`config.mk`:
```
export PLATFORM = sky130hd
export DESIGN_NAME = eth_ipv4_tcp_header_parser_unit
export DESIGN_NICKNAME = d
export VERILOG_FILES = /design/src/hw/rtl/ethtcp_pkg.sv /design/src/hw/rtl/ethtcp_in_reg.sv /design/src/hw/rtl/ethtcp_parse_core.sv /design/src/hw/rtl/ethtcp_out_reg.sv /design/src/hw/rtl/eth_ipv4_tcp_header_parser_unit.sv
export VERILOG_INCLUDE_DIRS = /design/src /design/src/hw/rtl
export SDC_FILE = /design/constraint.sdc
export NUM_CORES = 1
export LEC_CHECK = 0
export ABC_AREA = 1
export BUFFER_PORTS_ARGS = -buffer_cell sky130_fd_sc_hd__buf_2
export CAP_MARGIN = 40
export CORE_MARGIN = 10
export CORE_UTILIZATION = 59
export DETAILED_ROUTE_END_ITERATION = 8
export MAX_ROUTING_LAYER = met4
export PLACE_DENSITY = 0.9
export SYNTH_ARGS = -nofsm -noshare
export SYNTH_HDL_FRONTEND = slang
export SYNTH_SLANG_ARGS = --single-unit
```
`constraint.sdc`:
```
create_clock -name clk -period 9.1 [get_ports clk]
set_input_delay 0.455 -clock clk [delete_from_list [all_inputs] [get_ports clk]]
set_output_delay 0.455 -clock clk [all_outputs]
set_load 0.01 [all_outputs]
```
`src/hw/rtl/assert_macros.svh`:
```
// ----------------------------------------------------------------------------
// Assertion macros
// Shared concurrent assertion wrappers; compiled out for synthesis.
// ----------------------------------------------------------------------------
`ifndef ASSERT_MACROS_SVH
`define ASSERT_MACROS_SVH
`ifndef SYNTHESIS
// Property must hold at every clock edge outside reset.
`define ASSERT_PROP(label, clk, rst_n, prop, msg) \
    label: assert property (@(posedge clk) disable iff (!rst_n) prop) else $error(msg);
// Expression must never be true at a clock edge outside reset.
`define ASSERT_NEVER(label, clk, rst_n, expr, msg) \
    label: assert property (@(posedge clk) disable iff (!rst_n) !(expr)) else $error(msg);
`else
`define ASSERT_PROP(label, clk, rst_n, prop, msg)
`define ASSERT_NEVER(label, clk, rst_n, expr, msg)
`endif
`endif

```
`src/hw/rtl/ethtcp_pkg.sv`:
```
// ----------------------------------------------------------------------------
// ethtcp_pkg
// Types and constants shared by the Ethernet/IPv4/TCP header parser.
// ----------------------------------------------------------------------------
package ethtcp_pkg;

    localparam logic [15:0] ETH_TYPE_IPV4       = 16'h0800;
    localparam logic [7:0]  IP_PROTO_TCP        = 8'd6;
    localparam logic [7:0]  PREVIEW_LIMIT_RESET = 8'd30;
    localparam logic [3:0]  MIN_HDR_WORDS       = 4'd5;
    localparam logic [7:0]  NON_PRINT_CHAR      = 8'h2E;
    localparam logic [7:0]  PRINT_LOW           = 8'h20;
    localparam logic [7:0]  PRINT_HIGH          = 8'h7E;
    localparam int          TDATA_W             = 224;

    typedef enum logic
    {
        KIND_HEADER  = 1'b0,
        KIND_PREVIEW = 1'b1
    } kind_t;

    typedef struct packed
    {
        kind_t              kind;
        logic               last;
        logic [47:0]        dst_mac;
        logic [47:0]        src_mac;
        logic [31:0]        src_ip;
        logic [31:0]        dst_ip;
        logic [15:0]        src_port;
        logic [15:0]        dst_port;
        logic signed [16:0] payload_length;
        logic [7:0]         preview_char;
    } result_t;

    function automatic logic [7:0] preview_map(input logic [7:0] b);
        if (b >= PRINT_LOW && b <= PRINT_HIGH)
        begin
            return b;
        end
        return NON_PRINT_CHAR;
    endfunction

endpackage

```
`src/hw/rtl/ethtcp_in_reg.sv`:
```
// ----------------------------------------------------------------------------
// ethtcp_in_reg
// Input register: holds one frame byte until the parser step consumes it.
// ----------------------------------------------------------------------------
module ethtcp_in_reg
    import ethtcp_pkg::*;
(
    input  logic       clk,
    input  logic       rst_n,
    input  logic       s_axis_tvalid,
    output logic       s_axis_tready,
    input  logic [7:0] s_axis_tdata,   // [7:0] data_byte
    input  logic       s_axis_tlast,   // frame_end
    input  logic       out_free,
    output logic       step_en,
    output logic [7:0] in_byte,
    output logic       in_last
);

    logic       valid_reg;
    logic [7:0] byte_reg;
    logic       last_reg;

    assign step_en       = valid_reg && out_free;
    assign s_axis_tready = !valid_reg || out_free;
    assign in_byte       = byte_reg;
    assign in_last       = last_reg;

    always_ff @(posedge clk or negedge rst_n)
    begin
        if (!rst_n)
        begin
            valid_reg <= 1'b0;
        end
        else if (s_axis_tvalid && s_axis_tready)
        begin
            valid_reg <= 1'b1;
        end
        else if (step_en)
        begin
            valid_reg <= 1'b0;
        end
    end

    always_ff @(posedge clk)
    begin
        if (s_axis_tvalid && s_axis_tready)
        begin
            byte_reg <= s_axis_tdata;
            last_reg <= s_axis_tlast;
        end
    end

endmodule

```
`src/hw/rtl/ethtcp_parse_core.sv`:
```
// ----------------------------------------------------------------------------
// ethtcp_parse_core
// Frame state and the per-byte capture, filter and result logic.
// ----------------------------------------------------------------------------
`include "assert_macros.svh"

module ethtcp_parse_core
    import ethtcp_pkg::*;
(
    input  logic       clk,
    input  logic       rst_n,
    input  logic       cfg_wr_en,
    input  logic [7:0] cfg_wr_data,
    input  logic       step_en,
    input  logic [7:0] data_byte,
    input  logic       frame_end,
    output logic       res_valid,
    output result_t    res
);

    logic [7:0]  preview_limit_reg;
    logic [15:0] byte_position_reg, byte_position_next;
    logic        frame_dropped_reg, frame_dropped_next;
    logic [47:0] dst_mac_reg, dst_mac_next;
    logic [47:0] src_mac_reg, src_mac_next;
    logic [15:0] ethertype_reg, ethertype_next;
    logic [3:0]  ip_hdr_words_reg, ip_hdr_words_next;
    logic [15:0] ip_total_len_reg, ip_total_len_next;
    logic [31:0] src_ip_reg, src_ip_next;
    logic [31:0] dst_ip_reg, dst_ip_next;
    logic [31:0] ports_reg, ports_next;
    logic [3:0]  tcp_hdr_words_reg, tcp_hdr_words_next;
    logic [7:0]  preview_remaining_reg, preview_remaining_next;

    logic [6:0]  tcp_start;
    logic [15:0] tcp_offset;
    logic [6:0]  hdr_bytes;
    logic [15:0] payload_diff;
    logic        payload_pos;
    logic [7:0]  preview_count;

    // Header arithmetic: both header lengths are at most 60 bytes each.
    assign tcp_start    = 7'd14 + {1'b0, ip_hdr_words_reg, 2'b00};
    assign tcp_offset   = byte_position_reg - {9'd0, tcp_start};
    assign hdr_bytes    = {1'b0, ip_hdr_words_reg, 2'b00} + {1'b0, tcp_hdr_words_reg, 2'b00};
    assign payload_diff = ip_total_len_reg - {9'd0, hdr_bytes};
    assign payload_pos  = ip_total_len_reg > {9'd0, hdr_bytes};

    always_comb
    begin
        preview_count = 8'd0;
        if (payload_pos)
        begin
            preview_count = (payload_diff < {8'd0, preview_limit_reg}) ?
                            payload_diff[7:0] : preview_limit_reg;
        end
    end

    always_comb
    begin
        byte_position_next     = byte_position_reg;
        frame_dropped_next     = frame_dropped_reg;
        dst_mac_next           = dst_mac_reg;
        src_mac_next           = src_mac_reg;
        ethertype_next         = ethertype_reg;
        ip_hdr_words_next      = ip_hdr_words_reg;
        ip_total_len_next      = ip_total_len_reg;
        src_ip_next            = src_ip_reg;
        dst_ip_next            = dst_ip_reg;
        ports_next             = ports_reg;
        tcp_hdr_words_next     = tcp_hdr_words_reg;
        preview_remaining_next = preview_remaining_reg;
        res_valid              = 1'b0;
        res                    = '0;

        if (!frame_dropped_reg)
        begin
            if (preview_remaining_reg != 8'd0)
            begin
                preview_remaining_next = preview_remaining_reg - 8'd1;
                res_valid              = 1'b1;
                res.kind               = KIND_PREVIEW;
                res.preview_char       = preview_map(data_byte);
                res.last               = (preview_remaining_reg == 8'd1);
            end
            else if (byte_position_reg < 16'd6)
            begin
                dst_mac_next = {dst_mac_reg[39:0], data_byte};
            end
            else if (byte_position_reg < 16'd12)
            begin
                src_mac_next = {src_mac_reg[39:0], data_byte};
            end
            else if (byte_position_reg < 16'd14)
            begin
                ethertype_next = {ethertype_reg[7:0], data_byte};
                if (byte_position_reg == 16'd13 && ethertype_next != ETH_TYPE_IPV4)
                begin
                    frame_dropped_next = 1'b1;
                end
            end
            else if (byte_position_reg < 16'd34)
            begin
                if (byte_position_reg == 16'd14)
                begin
                    ip_hdr_words_next = data_byte[3:0];
                    if (data_byte[3:0] < MIN_HDR_WORDS)
                    begin
                        frame_dropped_next = 1'b1;
                    end
                end
                else if (byte_position_reg == 16'd16 || byte_position_reg == 16'd17)
                begin
                    ip_total_len_next = {ip_total_len_reg[7:0], data_byte};
                end
                else if (byte_position_reg == 16'd23)
                begin
                    if (data_byte != IP_PROTO_TCP)
                    begin
                        frame_dropped_next = 1'b1;
                    end
                end
                else if (byte_position_reg >= 16'd26 && byte_position_reg < 16'd30)
                begin
                    src_ip_next = {src_ip_reg[23:0], data_byte};
                end
                else if (byte_position_reg >= 16'd30)
                begin
                    dst_ip_next = {dst_ip_reg[23:0], data_byte};
                end
            end
            else if (byte_position_reg >= {9'd0, tcp_start})
            begin
                if (tcp_offset < 16'd4)
                begin
                    ports_next = {ports_reg[23:0], data_byte};
                end
                if (tcp_offset == 16'd12)
                begin
                    tcp_hdr_words_next = data_byte[7:4];
                    if (data_byte[7:4] < MIN_HDR_WORDS)
                    begin
                        frame_dropped_next = 1'b1;
                    end
                end
                // The last TCP header byte closes the header record.
                if (!frame_dropped_next && tcp_offset > 16'd12 &&
                    (tcp_offset + 16'd1) == {10'd0, tcp_hdr_words_reg, 2'b00})
                begin
                    preview_remaining_next = preview_count;
                    res_valid              = 1'b1;
                    res.kind               = KIND_HEADER;
                    res.dst_mac            = dst_mac_reg;
                    res.src_mac            = src_mac_reg;
                    res.src_ip             = src_ip_reg;
                    res.dst_ip             = dst_ip_reg;
                    res.src_port           = ports_reg[31:16];
                    res.dst_port           = ports_reg[15:0];
                    res.payload_length     = {1'b0, ip_total_len_reg} - {10'd0, hdr_bytes};
                    res.last               = (preview_count == 8'd0);
                end
            end
        end

        if (byte_position_reg != 16'hFFFF)
        begin
            byte_position_next = byte_position_reg + 16'd1;
        end
        if (frame_end)
        begin
            byte_position_next     = 16'd0;
            frame_dropped_next     = 1'b0;
            preview_remaining_next = 8'd0;
        end
    end

    always_ff @(posedge clk or negedge rst_n)
    begin
        if (!rst_n)
        begin
            preview_limit_reg <= PREVIEW_LIMIT_RESET;
        end
        else if (cfg_wr_en)
        begin
            preview_limit_reg <= cfg_wr_data;
        end
    end

    always_ff @(posedge clk or negedge rst_n)
    begin
        if (!rst_n)
        begin
            byte_position_reg     <= '0;
            frame_dropped_reg     <= 1'b0;
            dst_mac_reg           <= '0;
            src_mac_reg           <= '0;
            ethertype_reg         <= '0;
            ip_hdr_words_reg      <= '0;
            ip_total_len_reg      <= '0;
            src_ip_reg            <= '0;
            dst_ip_reg            <= '0;
            ports_reg             <= '0;
            tcp_hdr_words_reg     <= '0;
            preview_remaining_reg <= '0;
        end
        else if (step_en)
        begin
            byte_position_reg     <= byte_position_next;
            frame_dropped_reg     <= frame_dropped_next;
            dst_mac_reg           <= dst_mac_next;
            src_mac_reg           <= src_mac_next;
            ethertype_reg         <= ethertype_next;
            ip_hdr_words_reg      <= ip_hdr_words_next;
            ip_total_len_reg      <= ip_total_len_next;
            src_ip_reg            <= src_ip_next;
            dst_ip_reg            <= dst_ip_next;
            ports_reg             <= ports_next;
            tcp_hdr_words_reg     <= tcp_hdr_words_next;
            preview_remaining_reg <= preview_remaining_next;
        end
    end

    `ASSERT_PROP(a_hdr_after_ip, clk, rst_n, step_en && res_valid && res.kind == KIND_HEADER |-> byte_position_reg >= 16'd34, "Header record before the end of the IP header")
    `ASSERT_PROP(a_preview_pending, clk, rst_n, step_en && res_valid && res.kind == KIND_PREVIEW |-> preview_remaining_reg != 8'd0, "Preview character with no preview pending")
    `ASSERT_PROP(a_frame_end_rearm, clk, rst_n, step_en && frame_end |=> byte_position_reg == 16'd0 && preview_remaining_reg == 8'd0 && !frame_dropped_reg, "Frame end did not re-arm the parser")
    `ASSERT_PROP(a_hdr_last_no_preview, clk, rst_n, step_en && res_valid && res.kind == KIND_HEADER && res.last |=> preview_remaining_reg == 8'd0, "Header marked last but preview follows")
    `ASSERT_NEVER(a_dropped_quiet, clk, rst_n, res_valid && frame_dropped_reg, "Result produced for a dropped frame")

endmodule

```
`src/hw/rtl/ethtcp_out_reg.sv`:
```
// ----------------------------------------------------------------------------
// ethtcp_out_reg
// Result register driving the master stream; packs the result fields.
// ----------------------------------------------------------------------------
module ethtcp_out_reg
    import ethtcp_pkg::*;
(
    input  logic               clk,
    input  logic               rst_n,
    input  logic               step_en,
    input  logic               res_valid,
    input  result_t            res,
    output logic               out_free,
    output logic               m_axis_tvalid,
    input  logic               m_axis_tready,
    output logic [TDATA_W-1:0] m_axis_tdata,
    output logic               m_axis_tuser,
    output logic               m_axis_tlast
);

    logic    valid_reg;
    result_t res_reg;

    assign out_free      = !valid_reg || m_axis_tready;
    assign m_axis_tvalid = valid_reg;
    assign m_axis_tuser  = res_reg.kind;
    assign m_axis_tlast  = res_reg.last;
    assign m_axis_tdata  = {7'd0, res_reg.preview_char, res_reg.payload_length,
                            res_reg.dst_port, res_reg.src_port, res_reg.dst_ip,
                            res_reg.src_ip, res_reg.src_mac, res_reg.dst_mac};

    always_ff @(posedge clk or negedge rst_n)
    begin
        if (!rst_n)
        begin
            valid_reg <= 1'b0;
        end
        else if (out_free)
        begin
            valid_reg <= step_en && res_valid;
        end
    end

    always_ff @(posedge clk)
    begin
        if (step_en && res_valid)
        begin
            res_reg <= res;
        end
    end

endmodule

```
`src/hw/rtl/eth_ipv4_tcp_header_parser_unit.sv`:
```
// ----------------------------------------------------------------------------
// eth_ipv4_tcp_header_parser_unit
// Ethernet/IPv4/TCP header parser with payload preview, top level.
// ----------------------------------------------------------------------------
// Usage:
// Frame bytes enter on the slave stream, one byte per transaction, starting
// at the destination MAC; s_axis_tlast marks the final byte of a frame.
// Frames that are not IPv4 carrying TCP, or whose IP or TCP header length is
// below five words, produce nothing. For a kept frame, the transaction that
// carries the last TCP header byte yields a header record (tuser = 0), and
// each of the following payload bytes, up to the preview limit, yields one
// preview character (tuser = 1). tlast marks the final result of a frame; a
// frame that ends early simply stops producing results.
// The preview limit is written through cfg_wr_en/cfg_wr_data and resets to 30;
// write it only while the block is idle, which the block itself does not enforce.
// Timing: a byte is held in the input register and parsed from there, and its
// result is registered into the output register when the parse step advances.
// One byte is accepted every cycle while the receiver does not stall; the rate
// is set by the single parse step between the two registers.
// When the receiver stalls, the output register holds its result and the
// input register fills, after which s_axis_tready falls. Reset empties both
// registers and returns the parser to the start of a frame.
// ----------------------------------------------------------------------------
module eth_ipv4_tcp_header_parser_unit
    import ethtcp_pkg::*;
(
    input  logic               clk,
    input  logic               rst_n,
    input  logic               cfg_wr_en,
    input  logic [7:0]         cfg_wr_data,    // [7:0] preview_limit
    input  logic               s_axis_tvalid,
    output logic               s_axis_tready,
    input  logic [7:0]         s_axis_tdata,   // [7:0] data_byte
    input  logic               s_axis_tlast,   // frame_end
    output logic               m_axis_tvalid,
    input  logic               m_axis_tready,
    // [47:0] dst_mac, [95:48] src_mac, [127:96] src_ip, [159:128] dst_ip,
    // [175:160] src_port, [191:176] dst_port, [208:192] payload_length,
    // [216:209] preview_char, [223:217] zero
    output logic [TDATA_W-1:0] m_axis_tdata,
    output logic               m_axis_tuser,   // kind
    output logic               m_axis_tlast    // last
);

    logic       out_free;
    logic       step_en;
    logic [7:0] in_byte;
    logic       in_last;
    logic       res_valid;
    result_t    res;

    // Input side: one byte of buffering ahead of the parse step.
    ethtcp_in_reg u_in_reg
    (
        .clk           (clk),
        .rst_n         (rst_n),
        .s_axis_tvalid (s_axis_tvalid),
        .s_axis_tready (s_axis_tready),
        .s_axis_tdata  (s_axis_tdata),
        .s_axis_tlast  (s_axis_tlast),
        .out_free      (out_free),
        .step_en       (step_en),
        .in_byte       (in_byte),
        .in_last       (in_last)
    );

    // The parse step advances the frame state only when the result register
    // can take whatever this byte produces.
    ethtcp_parse_core u_core
    (
        .clk         (clk),
        .rst_n       (rst_n),
        .cfg_wr_en   (cfg_wr_en),
        .cfg_wr_data (cfg_wr_data),
        .step_en     (step_en),
        .data_byte   (in_byte),
        .frame_end   (in_last),
        .res_valid   (res_valid),
        .res         (res)
    );

    ethtcp_out_reg u_out_reg
    (
        .clk           (clk),
        .rst_n         (rst_n),
        .step_en       (step_en),
        .res_valid     (res_valid),
        .res           (res),
        .out_free      (out_free),
        .m_axis_tvalid (m_axis_tvalid),
        .m_axis_tready (m_axis_tready),
        .m_axis_tdata  (m_axis_tdata),
        .m_axis_tuser  (m_axis_tuser),
        .m_axis_tlast  (m_axis_tlast)
    );

endmodule
```
== Yosys cells after proc, flatten, opt, wreduce, memory -nomap -nowiden ==
Cells that the tools add are included.

* Word-level logic and storage cells: 173
* Output and inout port bits: 228
* Register bits: 487

* Bitwise operators: 13
* Muxes and demuxes: 58
* $lt $le $gt $ge: 16
* Reduce and logical (&&, ||, !) cells: 34
* Equal/unequal tests: 16
* Add/sub/neg operators: 8

{| class="wikitable"
|+ Operators by type and width
! kind !! number
|-
| 211-bit 2-to-1 mux || 5
|-
| 210-bit 2-to-1 mux || 1
|-
| 8-bit 2-to-1 mux || 12
|-
| 16-bit by 4-bit == test with 1-bit output, second input constant || 3
|-
| 16-bit by 5-bit == test with 1-bit output, second input constant || 3
|-
| 1-bit 2-to-1 mux || 36
|-
| 16-bit by 1-bit adder with 16-bit output, second input constant || 2
|-
| 16-bit by 5-bit greater-or-equal comparator with 1-bit output, second input constant || 2
|-
| 16-bit by 3-bit < comparator with 1-bit output, second input constant || 2
|-
| 16-bit by 4-bit < comparator with 1-bit output, second input constant || 2
|-
| 16-bit 2-to-1 mux || 2
|-
| 16-bit by 7-bit subtractor with 16-bit output || 2
|-
| 9-bit AND reduction || 3
|-
| 16-bit by 7-bit subtractor with 17-bit output || 1
|-
| 16-bit by 6-bit == test with 1-bit output || 1
|-
| 16-bit by 7-bit greater-or-equal comparator with 1-bit output || 1
|-
| 16-bit by 4-bit greater-than comparator with 1-bit output, second input constant || 1
|-
| 16-bit by 7-bit greater-than comparator with 1-bit output || 1
|-
| 16-bit by 5-bit < comparator with 1-bit output, second input constant || 1
|-
| 16-bit by 6-bit < comparator with 1-bit output, second input constant || 1
|-
| 16-bit by 8-bit < comparator with 1-bit output || 1
|-
| 16-bit by 12-bit != test with 1-bit output, second input constant || 1
|-
| 16-bit != test, second input constant || 1
|-
| 8-bit AND reduction || 2
|-
| other kinds (29) || 58
|}

== Logic depth before layout (Yosys ltp) ==
Gate-level depths: netlist (run 1).

* Depth in word-level cells: 23
* Depth in mapped cells: 27
* Gate-level depth less buffers: 27

== By module ==
A second synthesis (run 1) with hierarchy kept.

* Cell total of the unflattened synthesis: 2180
* Area, all modules: 21285.4 µm²

{| class="wikitable"
|+ Modules (own cells, without submodules)
! module !! area each (µm²) !! instances !! cells each
|-
| ethtcp_parse_core || 14281.2 || 1 || 1930
|-
| ethtcp_out_reg || 6681.4 || 1 || 233
|-
| ethtcp_in_reg || 322.8 || 1 || 17
|}

== Least setup slack after synthesis (run 1) ==
Ideal clock, no wire load.

* Kind: flip-flop to flip-flop
* Start point: register u_core.ip_hdr_words_reg[0]
* End point: register u_out_reg.res_reg (netlist bit u_out_reg.m_axis_tdata[0]), enable pin
* Setup time: 0.571 ns
* Slack: 1.696 ns
* Data required time: 8.529 ns
* Cell stages (with the launch flop): 22
* Path buffers: 0
* Arrival time: 6.833 ns
* Period minus slack after synthesis: 7.404 ns
* Cell sequence: dfrtp_1 > inv_1 > ha_1 > xor2_1 > ha_1 > nand2_1 > inv_1 > nand2_1 > nand3_1 > nand2_1 > nand2_1 > nor2_2 > nand2_2 > nor2_4 > nand2_1 > nand2_1 > nand3_2 > nor2_4 > nand3_1 > nand2_1 > nand2_1 > inv_1

* Longest elaborated chain between the ends: 23
* Elaborated cells on any way between the ends: 27
* Classes of those cells: add/sub: 3; order compare: 2; eq/ne: 2; mux: 16; reduce/logical: 4

{| class="wikitable"
|+ RTL lines
! element !! RTL line !! text
|-
| from (decl) || ethtcp_parse_core.sv:27 || <nowiki>logic [3:0] ip_hdr_words_reg, ip_hdr_words_next;</nowiki>
|-
| from (signal assigned) || ethtcp_parse_core.sv:213 || <nowiki>ip_hdr_words_reg <= ip_hdr_words_next;</nowiki>
|-
| 4-bit by 6-bit adder with 7-bit output (*) || ethtcp_parse_core.sv:43 || <nowiki>assign tcp_start = 7'd14 + {1'b0, ip_hdr_words_reg, 2'b00};</nowiki>
|-
| 16-bit by 7-bit subtractor with 16-bit output || ethtcp_parse_core.sv:44 || <nowiki>assign tcp_offset = byte_position_reg - {9'd0, tcp_start};</nowiki>
|-
| 16-bit by 4-bit == test with 1-bit output || ethtcp_parse_core.sv:138 || <nowiki>if (tcp_offset == 16'd12)</nowiki>
|-
| 1-bit 2-to-1 mux || ethtcp_parse_core.sv:138 ||
|-
| 1-bit 2-to-1 mux || ethtcp_parse_core.sv:132 || <nowiki>else if (byte_position_reg >= {9'd0, tcp_start})</nowiki>
|-
| 1-bit 2-to-1 mux || ethtcp_parse_core.sv:102 || <nowiki>else if (byte_position_reg < 16'd34)</nowiki>
|-
| 1-bit 2-to-1 mux || ethtcp_parse_core.sv:94 || <nowiki>else if (byte_position_reg < 16'd14)</nowiki>
|-
| 1-bit 2-to-1 mux || ethtcp_parse_core.sv:90 || <nowiki>else if (byte_position_reg < 16'd12)</nowiki>
|-
| [7 not listed] || n/a ||
|-
| 1-bit 2-to-1 mux (*) || ethtcp_parse_core.sv:132 ||
|-
| 1-bit 2-to-1 mux (*) || ethtcp_parse_core.sv:102 ||
|-
| 1-bit 2-to-1 mux (*) || ethtcp_parse_core.sv:94 ||
|-
| 1-bit 2-to-1 mux (*) || ethtcp_parse_core.sv:90 ||
|-
| 1-bit 2-to-1 mux (*) || ethtcp_parse_core.sv:86 || <nowiki>else if (byte_position_reg < 16'd6)</nowiki>
|-
| 1-bit 2-to-1 mux (*) || ethtcp_parse_core.sv:78 || <nowiki>if (preview_remaining_reg != 8'd0)</nowiki>
|-
| 1-bit 2-to-1 mux (*) || ethtcp_parse_core.sv:76 || <nowiki>if (!frame_dropped_reg)</nowiki>
|-
| 1-bit logical AND (*) || ethtcp_out_reg.sv:46 || <nowiki>if (step_en && res_valid)</nowiki>
|-
| to (signal assigned) || ethtcp_out_reg.sv:48 || <nowiki>res_reg <= res;</nowiki>
|-
| to (decl) || ethtcp_out_reg.sv:22 || <nowiki>result_t res_reg;</nowiki>
|}

Every way passes the cells marked *; elsewhere a longest branch is shown, timed or not. The select of a mux whose other input is x is not followed.
A chain may end at the register's enable or synchronous reset.

== Worst setup path after layout (run 1) ==
* Start point: register u_core.ip_hdr_words_reg[0]
* End point: register u_out_reg.res_reg (netlist bit u_out_reg.m_axis_tdata[189]) (data pin)

* Longest elaborated chain between the ends: 16
* Elaborated cells on any way between the ends: 21
* Classes of those cells: add/sub: 3; order compare: 2; eq/ne: 2; mux: 8; bitwise: 2; reduce/logical: 4

{| class="wikitable"
|+ RTL lines
! element !! RTL line !! text
|-
| 4-bit by 6-bit adder with 7-bit output (*) || ethtcp_parse_core.sv:43 ||
|-
| 16-bit by 7-bit subtractor with 16-bit output || ethtcp_parse_core.sv:44 ||
|-
| 16-bit by 4-bit == test with 1-bit output || ethtcp_parse_core.sv:138 ||
|-
| 1-bit 2-to-1 mux || ethtcp_parse_core.sv:138 ||
|-
| 1-bit 2-to-1 mux || ethtcp_parse_core.sv:132 ||
|-
| 1-bit 2-to-1 mux || ethtcp_parse_core.sv:102 ||
|-
| 1-bit 2-to-1 mux || ethtcp_parse_core.sv:94 ||
|-
| 1-bit 2-to-1 mux || ethtcp_parse_core.sv:90 ||
|-
| 1-bit 2-to-1 mux || ethtcp_parse_core.sv:86 ||
|-
| 1-bit 2-to-1 mux || ethtcp_parse_core.sv:78 ||
|-
| 1-bit 2-to-1 mux || ethtcp_parse_core.sv:76 ||
|-
| 1-bit logical NOT || ethtcp_parse_core.sv:147 || <nowiki>if (!frame_dropped_next && tcp_offset > 16'd12 &&</nowiki>
|-
| 1-bit logical AND (2 in series) || ethtcp_parse_core.sv:147 ||
|-
| 1-bit NOT (no line) || n/a ||
|-
| 8-bit OR reduction (no line) (*) || n/a ||
|}

Marked as above.

==> key figures, run 1 <==
Run
  – Max-cap check violation count: 0

Floorplanning
  – Vertical die dimension: 217.0 um
  – DIE WIDTH: 217.0 um
  – Die Outline Area: 0.04710 sq mm
  – Rows: 72
  – Initial standard-cell utilization of the core: 0.5939
  – Top-level port count: 250
  – Core ar.: 0.03856 sq mm

Critical path
  – Critical Path Start Type: flip-flop
  – Worst reg2reg setup slack: 4.06 ns
  – Type of the worst setup path: reg2reg
  – R2R Path Start: u_core.ip_hdr_words_reg[0]$_DFFE_PN0P_
  – Data arrival time of the critical path: 5.35 ns
  – Critical R2R Capture: u_out_reg.m_axis_tdata[189]$_SDFFCE_PP0P_
  – Crit. Startpoint: u_core.ip_hdr_words_reg[0]$_DFFE_PN0P_
  – Maximum fanout count along the critical path: 80
  – Worst reg-to-reg path cell count: 21
  – Worst Setup End Kind: flip-flop
  – Data required, critical path: 9.40 ns

Status
  – Status: finished clean

Yosys
  – Cell count after synthesis: 2196
  – Number of warnings issued by yosys: 0
  – Share of flip-flops with an asynchronous set or reset: 0.5318
  – Syn Std Cell Area: 0.02290 sq mm
  – Number of distinct library cells after synthesis: 48
  – Most frequently used flop master after synthesis: dfrtp_1
  – Syn_area_per_cell: 10.43 sq um
  – Sequential area share after synthesis: 0.5822
  – Flop and latch count out of synthesis: 487
  – Number of enable flip-flop cells after synthesis: 228

Timing
  – Setup-violating endpoint count in the final report: 0
  – Max transition margin: 0.3293
  – Worst-margin pin slew: 1.006 ns
  – Hold violation count in the final report: 0
  – RSZ-0062 raised after global routing: no
  – Upper clock frequency limit: 198.3 MHz
  – Post-route minimum period: 5.043 ns
  – Setup Skew: 0.03273 ns
  – Setup WS post-layout: 4.057 ns
  – Part of the cycle the worst path needs: 0.5542
  – Final-report max-slew violation count: 0
  – Total negative setup slack: 0 ns

Clocking
  – Later-pin clock latency in the skew report: 0.60 ns
  – Number of sinks driven by the clock tree: 487
  – Post-CTS Hold Fix Bufs: 1
  – Resize count post-CTS: 0
  – Longest Clk Path Bufs: 3
  – CTS H-Tree Depth: 2
  – Clock-pin transition on the worst setup and hold timing paths: 0.06 ns
  – Clock root buffer: clkbuf_16
  – Clock tree from TritonCTS: yes
  – Post-CTS Setup Inserts: 0
  – Number of CTS-inserted buffers: 49

Global route
  – Global-route wire length before repair: 85850 um
  – Number of antenna violations at the first check in global routing: 1
  – Vias in the first global route: 15890
  – Combined global-route utilization of all metal layers: 0.2333
  – Grt ovf: 0
  – Maximum number of pins on one net before global-route repair: 108

Detailed routing
  – Average via count per standard cell: 5.309
  – Router iterations before antenna repair: 5
  – Average wire per standard cell: 18.05 um
  – DRC errors left: 0
  – Antenna-violating nets left: 0
  – 1st-iter DRT viols: 1438
  – Via total after detailed routing: 15910
  – Wire length reported by the detailed router: 54090 um

Power
  – LEAKAGE: 10.84 nW
  – IR Drop Worst-Case VDD: 311.6 uV
  – Cell area power density: 265.7 mW/mm^2
  – Total power of the final layout: 6.931 mW

Final layout
  – Non-filler instance count after layout: 2996
  – Largest register FFs: 217
  – Proportion of layout cells with a drive suffix above 1: 0.2441
  – Final core area utilization: 0.6765
  – Number of nets in the layout: 2494
  – Most common library cell in the layout ignoring fill and taps: nand2_1
  – Inserted Diodes: 0
  – Area delta synth->final: 13.90%
  – Commonest cells after routing, fill and taps aside: nand2_1, inv_1, dfrtp_1
  – Fill count: 2758

Place
  – Post-placement worst setup slack: 4.206 ns
  – Buffers added on ports: 242
  – Number of placed instances with taps included: 2903
  – Global placement routability congestion: 0.9525
  – Final HPWL from detailed placement: 37140 um

Hold path
  – Min-Delay Endpoint: u_in_reg.in_byte[7]$_DFFE_PP_
  – Min-Delay Path Depth: 1
  – Worst min-delay path category: in2reg
  – Hold Crit Start: s_axis_tdata[7]
worst max path at each step:
stage / end / slack (ns) / cells past startpoint
after floorplan: u_out_reg.m_axis_tdata[0]$_SDFFCE_PP0P_ / 1.70 / 21
after CTS: u_out_reg.m_axis_tdata[189]$_SDFFCE_PP0P_ / 4.15 / 21
after global routing: u_out_reg.m_axis_tdata[169]$_SDFFCE_PP0P_ / 3.78 / 21
after detailed placement: u_out_reg.m_axis_tdata[176]$_SDFFCE_PP0P_ / 4.21 / 21
after global placement: u_out_reg.m_axis_tdata[213]$_SDFFCE_PP0P_ / 4.33 / 21
final: u_out_reg.m_axis_tdata[189]$_SDFFCE_PP0P_ / 4.06 / 21
cell families (layout without fill, tap and decap cells):
kind of cell | Yosys count | in the layout | synth area share
other | 1 | 8 | 0.0001638
DFF | 487 | 487 | 0.5822
and+or+nand+nor | 951 | 951 | 0.2402
muxes | 3 | 3 | 0.001475
AOI/OAI and AO/OA | 298 | 298 | 0.06715
adders and majority gates | 35 | 35 | 0.02011
buffers and inverters | 407 | 682 | 0.08332
xor gates and xnor gates | 14 | 14 | 0.005354
cells in the mapped netlist (all sizes together), types with 5 or more instances:
cell type / number / share of area
nand2: 482 / 0.080
inv: 329 / 0.054
nor2: 302 / 0.12
o21ai: 257 / 0.056
dfrtp: 255 / 0.28
edfxtp: 228 / 0.30
nand3: 110 / 0.026
clkbuf: 44 / 0.0072
buf: 33 / 0.022
ha: 32 / 0.017
a21oi: 29 / 0.0072
nand4: 20 / 0.0061
nor3: 19 / 0.0046
nor4: 8 / 0.0027
xnor2: 7 / 0.0027
xor2: 7 / 0.0027
nand3b: 5 / 0.0016
metal layers:
| metal | vias up | track usage | part of all wire |
|---|---|---|---|
| li1 | 7528 | - | - |
| met1 | 7717 | 0.2882 | 0.41 |
| met2 | 538 | 0.3856 | 0.51 |
| met3 | 123 | 0.03814 | 0.059 |
| met4 | 0 | 0.07947 | 0.028 |
| met5 | - | - | 0 |
power breakdown:
| part | internal, mW | switching (mW) |
|---|---|---|
| Clock | 1.19 | 0.856 |
| Combinational | 0.503 | 1.24 |
| Sequential | 2.92 | 0.225 |
| Total | 4.61 | 2.32 |
stage by stage:
| stage | area [sq um] | hold slack, ns |
|---|---|---|
| final | 26080 | 0.03585 |
| after global routing | 26080 | 0.02146 |
| after CTS | 26080 | 0.008596 |
| after detailed placement | 24420 | 0.4727 |
| after global placement | 24270 | 0.4656 |
| after floorplan | 22930 | 0.1594 |
worst max-delay path: stages (launching register included):
cell and delay, ns:
dfrtp_1 0.46, inv_1 0.07, ha_1 0.22, nand3b_1 0.19, ha_1 0.50, nand2_1 0.14, inv_1 0.08, nand3_2 0.14
nand2_1 0.14, inv_1 0.07, nand3_1 0.08, nand2_1 0.08, inv_1 0.08, nand2_1 0.09, nor2_1 0.14, nand3_1 0.11
nand2_1 0.11, nor2_4 0.06, nand4_4 0.34, buf_12 0.66, buf_4 0.75, nor2_4 0.04
area by class of cell:
cell class                      instances  area, sq um  share of cell area
Clock buffer                           63         1339             0.05133
Clock inverter                         29        317.8             0.01218
Inverter                              330         1246             0.04778
Multi-Input combinational cell       1309         7721              0.2960
Sequential cell                       487        13330              0.5112
Tap cell                              518        648.1             0.02485
Timing Repair Buffer                  260         1479             0.05670
Power figures use the tool's default switching activity.
==> run 2: changes to the inputs <==
CORE_UTILIZATION = 53   (was 59)
PLACE_DENSITY = 0.86   (was 0.9)
clock period = 4.3 ns   (was 9.1 ns; I/O delays follow)
==> run 2 against run 1 <==
  * Setup slack worse by 3.8 ns
  * Non-clock buffer count increased by 74
  * Critical endpoint is now u_out_reg.m_axis_tlast$_SDFFCE_PP0P_
  * Sequential share of layout area decreased by 1.6 points
  * Final area increased by 3.2%
  * Flip-flop and latch count unchanged
  * Power grew 110%
  * Sequential power increased by 110%
  * Highest routed layer unchanged
==> key figures, run 2 (same netlist as run 1, synthesis figures left out) <==
Status
  – Status: finished clean (unchanged)

Critical path
  – Critical Path Start Type: flip-flop (unchanged)
  – Worst Setup End Kind: flip-flop (unchanged)
  – Type of the worst setup path: reg2reg (unchanged)
  – Most frequent cell on the critical path: nand2_1 (unchanged)
  – Data arrival time of the critical path: 4.41 ns (was 5.35 ns)
  – Bufs and invs on worst path: 3 (was 6)
  – Maximum fanout count along the critical path: 8 (was 80)
  – Cell-by-cell trace of the critical path: ha_2 -> inv_1 -> fa_1 -> o21ai_0 -> a21oi_1 -> ha_1 -> nand2_1 -> inv_1 -> nand4_1 -> nand2_1 -> xor2_1 -> inv_1 -> ha_1 -> a21o_1 -> nor2_1 -> nand3_1 -> nor2_2 -> nand2_1 -> nand2_1 -> nand3_1 -> nand2_1 -> nor2_1 -> nand2_1 -> o21bai_1 (was inv_1 -> ha_1 -> nand3b_1 -> ha_1 -> nand2_1 -> inv_1 -> nand3_2 -> nand2_1 -> inv_1 -> nand3_1 -> nand2_1 -> inv_1 -> nand2_1 -> nor2_1 -> nand3_1 -> nand2_1 -> nor2_4 -> nand4_4 -> buf_12 -> buf_4 -> nor2_4)
  – Slowest stage delay, CP: 0.46 ns (was 0.75 ns)
  – Largest delay contributor family on the critical path: adder cells (was buffers and inverters)
  – Cell type of the slowest stage on the worst timing path: fa_1 (was buf_4)
  – Data required, critical path: 4.64 ns (was 9.40 ns)

Final layout
  – Proportion of layout cells with a drive suffix above 1: 0.2571 (was 0.2441)
  – Commonest cells after routing, fill and taps aside: nand2_1, inv_1, dfrtp_1 (unchanged)
  – Number of nets in the layout: 2568 (was 2494)
  – Non-filler instance count after layout: 3139 (was 2996)
  – Most common library cell in the layout ignoring fill and taps: nand2_1 (unchanged)
  – Fill count: 3226 (was 2758)
  – Final core area utilization: 0.6274 (was 0.6765)
  – Largest register FFs: 217 (unchanged)
  – Area delta synth->final: 17.49% (was 13.90%)

Clocking
  – Later-pin clock latency in the skew report: 0.59 ns (was 0.60 ns)
  – Clock-pin transition on the worst setup and hold timing paths: 0.07 ns (was 0.06 ns)
  – Clock tree from TritonCTS: yes (unchanged)
  – Number of CTS-inserted buffers: 49 (unchanged)
  – Longest Clk Path Bufs: 3 (unchanged)
  – CTS H-Tree Depth: 2 (unchanged)
  – Clock root buffer: clkbuf_16 (unchanged)
  – Number of sinks driven by the clock tree: 487 (unchanged)

Global route
  – Grt ovf: 0 (unchanged)
  – Global-route wire length before repair: 87710 um (was 85850 um)
  – Combined global-route utilization of all metal layers: 0.2145 (was 0.2333)
  – Vias in the first global route: 16220 (was 15890)
  – Number of antenna violations at the first check in global routing: 3 (was 1)
  – Maximum number of pins on one net before global-route repair: 119 (was 108)

Timing
  – Setup Skew: 0.02046 ns (was 0.03273 ns)
  – Setup-violating endpoint count in the final report: 0 (unchanged)
  – Max transition margin: 0.4391 (was 0.3293)
  – Total negative setup slack: 0 ns (unchanged)
  – RSZ-0062 raised after global routing: yes (was no)
  – Part of the cycle the worst path needs: 0.9464 (was 0.5542)
  – Upper clock frequency limit: 245.7 MHz (was 198.3 MHz)
  – Hold violation count in the final report: 0 (unchanged)
  – Post-route minimum period: 4.069 ns (was 5.043 ns)
  – Final-report max-slew violation count: 0 (unchanged)
  – Worst-margin pin slew: 0.8404 ns (was 1.006 ns)

Run
  – Max-cap check violation count: 0 (unchanged)

Detailed routing
  – 1st-iter DRT viols: 1627 (was 1438)
  – Average wire per standard cell: 17.59 um (was 18.05 um)
  – Via total after detailed routing: 16250 (was 15910)
  – Antenna-violating nets left: 0 (unchanged)
  – DRC errors left: 0 (unchanged)
  – Router iterations before antenna repair: 7 (was 5)
  – Average via count per standard cell: 5.177 (was 5.309)
  – Wire length reported by the detailed router: 55220 um (was 54090 um)

Floorplanning
  – Die Outline Area: 0.05192 sq mm (was 0.04710 sq mm)
  – Vertical die dimension: 227.9 um (was 217.0 um)
  – Initial standard-cell utilization of the core: 0.5340 (was 0.5939)
  – DIE WIDTH: 227.9 um (was 217.0 um)
  – Core ar.: 0.04289 sq mm (was 0.03856 sq mm)
  – Top-level port count: 250 (unchanged)
  – Rows: 76 (was 72)

Place
  – Number of placed instances with taps included: 3007 (was 2903)
  – Final HPWL from detailed placement: 38380 um (was 37140 um)
  – Global placement routability congestion: 0.9397 (was 0.9525)
  – Buffers added on ports: 242 (unchanged)

Power
  – IR Drop Worst-Case VDD: 350.7 uV (was 311.6 uV)
  – Cell area power density: 552.6 mW/mm^2 (was 265.7 mW/mm^2)
  – Total power of the final layout: 14.87 mW (was 6.931 mW)
  – LEAKAGE: 11.18 nW (was 10.84 nW)

Hold path
  – Worst min-delay path category: in2async (was in2reg)
==> run 2: cell count changes in the layout (fill, tap and decap cells not counted), moves of 3 or more <==
cell           delta
dlygate4sd3_1    +34
buf_4            +31
buf_12           +13
nand2_1           -4
nand2_2           +4
buf_16            -3
bufinv_16         -3
ha_1              -3
ha_2              +3
==> run 2: metal layers <==
layer	vias up	GRT usage	share of wire
met5	-	-	0
met4	0	0.06374	0.025
met1	7899	0.2624	0.41
li1	7699	-	-
met2	546	0.3581	0.50
met3	107	0.03984	0.063
==> run 2: path summary, 6_finish.rpt <==
check                                                              from                                          end  slack [ns]  cells after the start
worst max-delay path            u_core.tcp_hdr_words_reg[0]$_DFFE_PN0P_         u_out_reg.m_axis_tlast$_SDFFCE_PP0P_        0.23                     24
worst min-delay path                                              rst_n  u_core.preview_remaining_reg[4]$_DFFE_PN0P_        0.07                      2
worst max register to register  u_core.tcp_hdr_words_reg[0]$_DFFE_PN0P_         u_out_reg.m_axis_tlast$_SDFFCE_PP0P_        0.23                     24
worst min register to register        u_core.dst_mac_reg[6]$_DFFE_PN0P_            u_core.dst_mac_reg[6]$_DFFE_PN0P_        0.48                      2
max in group asynchronous                                         rst_n           u_core.dst_mac_reg[45]$_DFFE_PN0P_        3.26                      3
min in group clk                                              cfg_wr_en      u_core.preview_limit_reg[5]$_DFFE_PN0P_        0.07                      3
==> run 2: final cells by class <==
cell class | instances | area, sq um | share of cell area
Timing Repair Buffer | 334 | 2225 | 0.08268
Tap cell | 585 | 732.0 | 0.02720
Antenna cell | 2 | 5.005 | 0.0001860
Clock buffer | 66 | 1393 | 0.05176
Clock inverter | 26 | 221.5 | 0.008231
Inverter | 330 | 1242 | 0.04618
Multi-Input combinational cell | 1309 | 7755 | 0.2882
Sequential cell | 487 | 13330 | 0.4956
==> run 2: metrics by stage <==
| stage | hold WS, ns | instance area (sq um) | worst slack [ns] |
|---|---|---|---|
| 4_1_cts | 0.009193 | 26860 | 0.1402 |
| 5_1_grt | 0.06046 | 26900 | -0.04112 |
| 6_report | 0.06983 | 26910 | 0.2306 |
| 2_1_floorplan | -0.08059 | 22950 | -1.842 |
| 3_3_place_gp | 0.09429 | 24900 | 0.2422 |
| 3_5_place_dp | 0.1024 | 24900 | 0.1438 |
==> run 2: power by group <==
group          internal, mW  total, mW  switching [mW]
clock                  2.42       4.25            1.84
combinational          1.35       4.01            2.66
sequential             6.15       6.60           0.452
total                  9.92       14.9            4.95
==> run 2: repair_timing <==
action,in CTS,in global routing
hold buffers,35,0
endpoints found under the setup margin,0,196
resized for setup,0,5
hold endpoints to repair,274,0
setup buffers,0,3
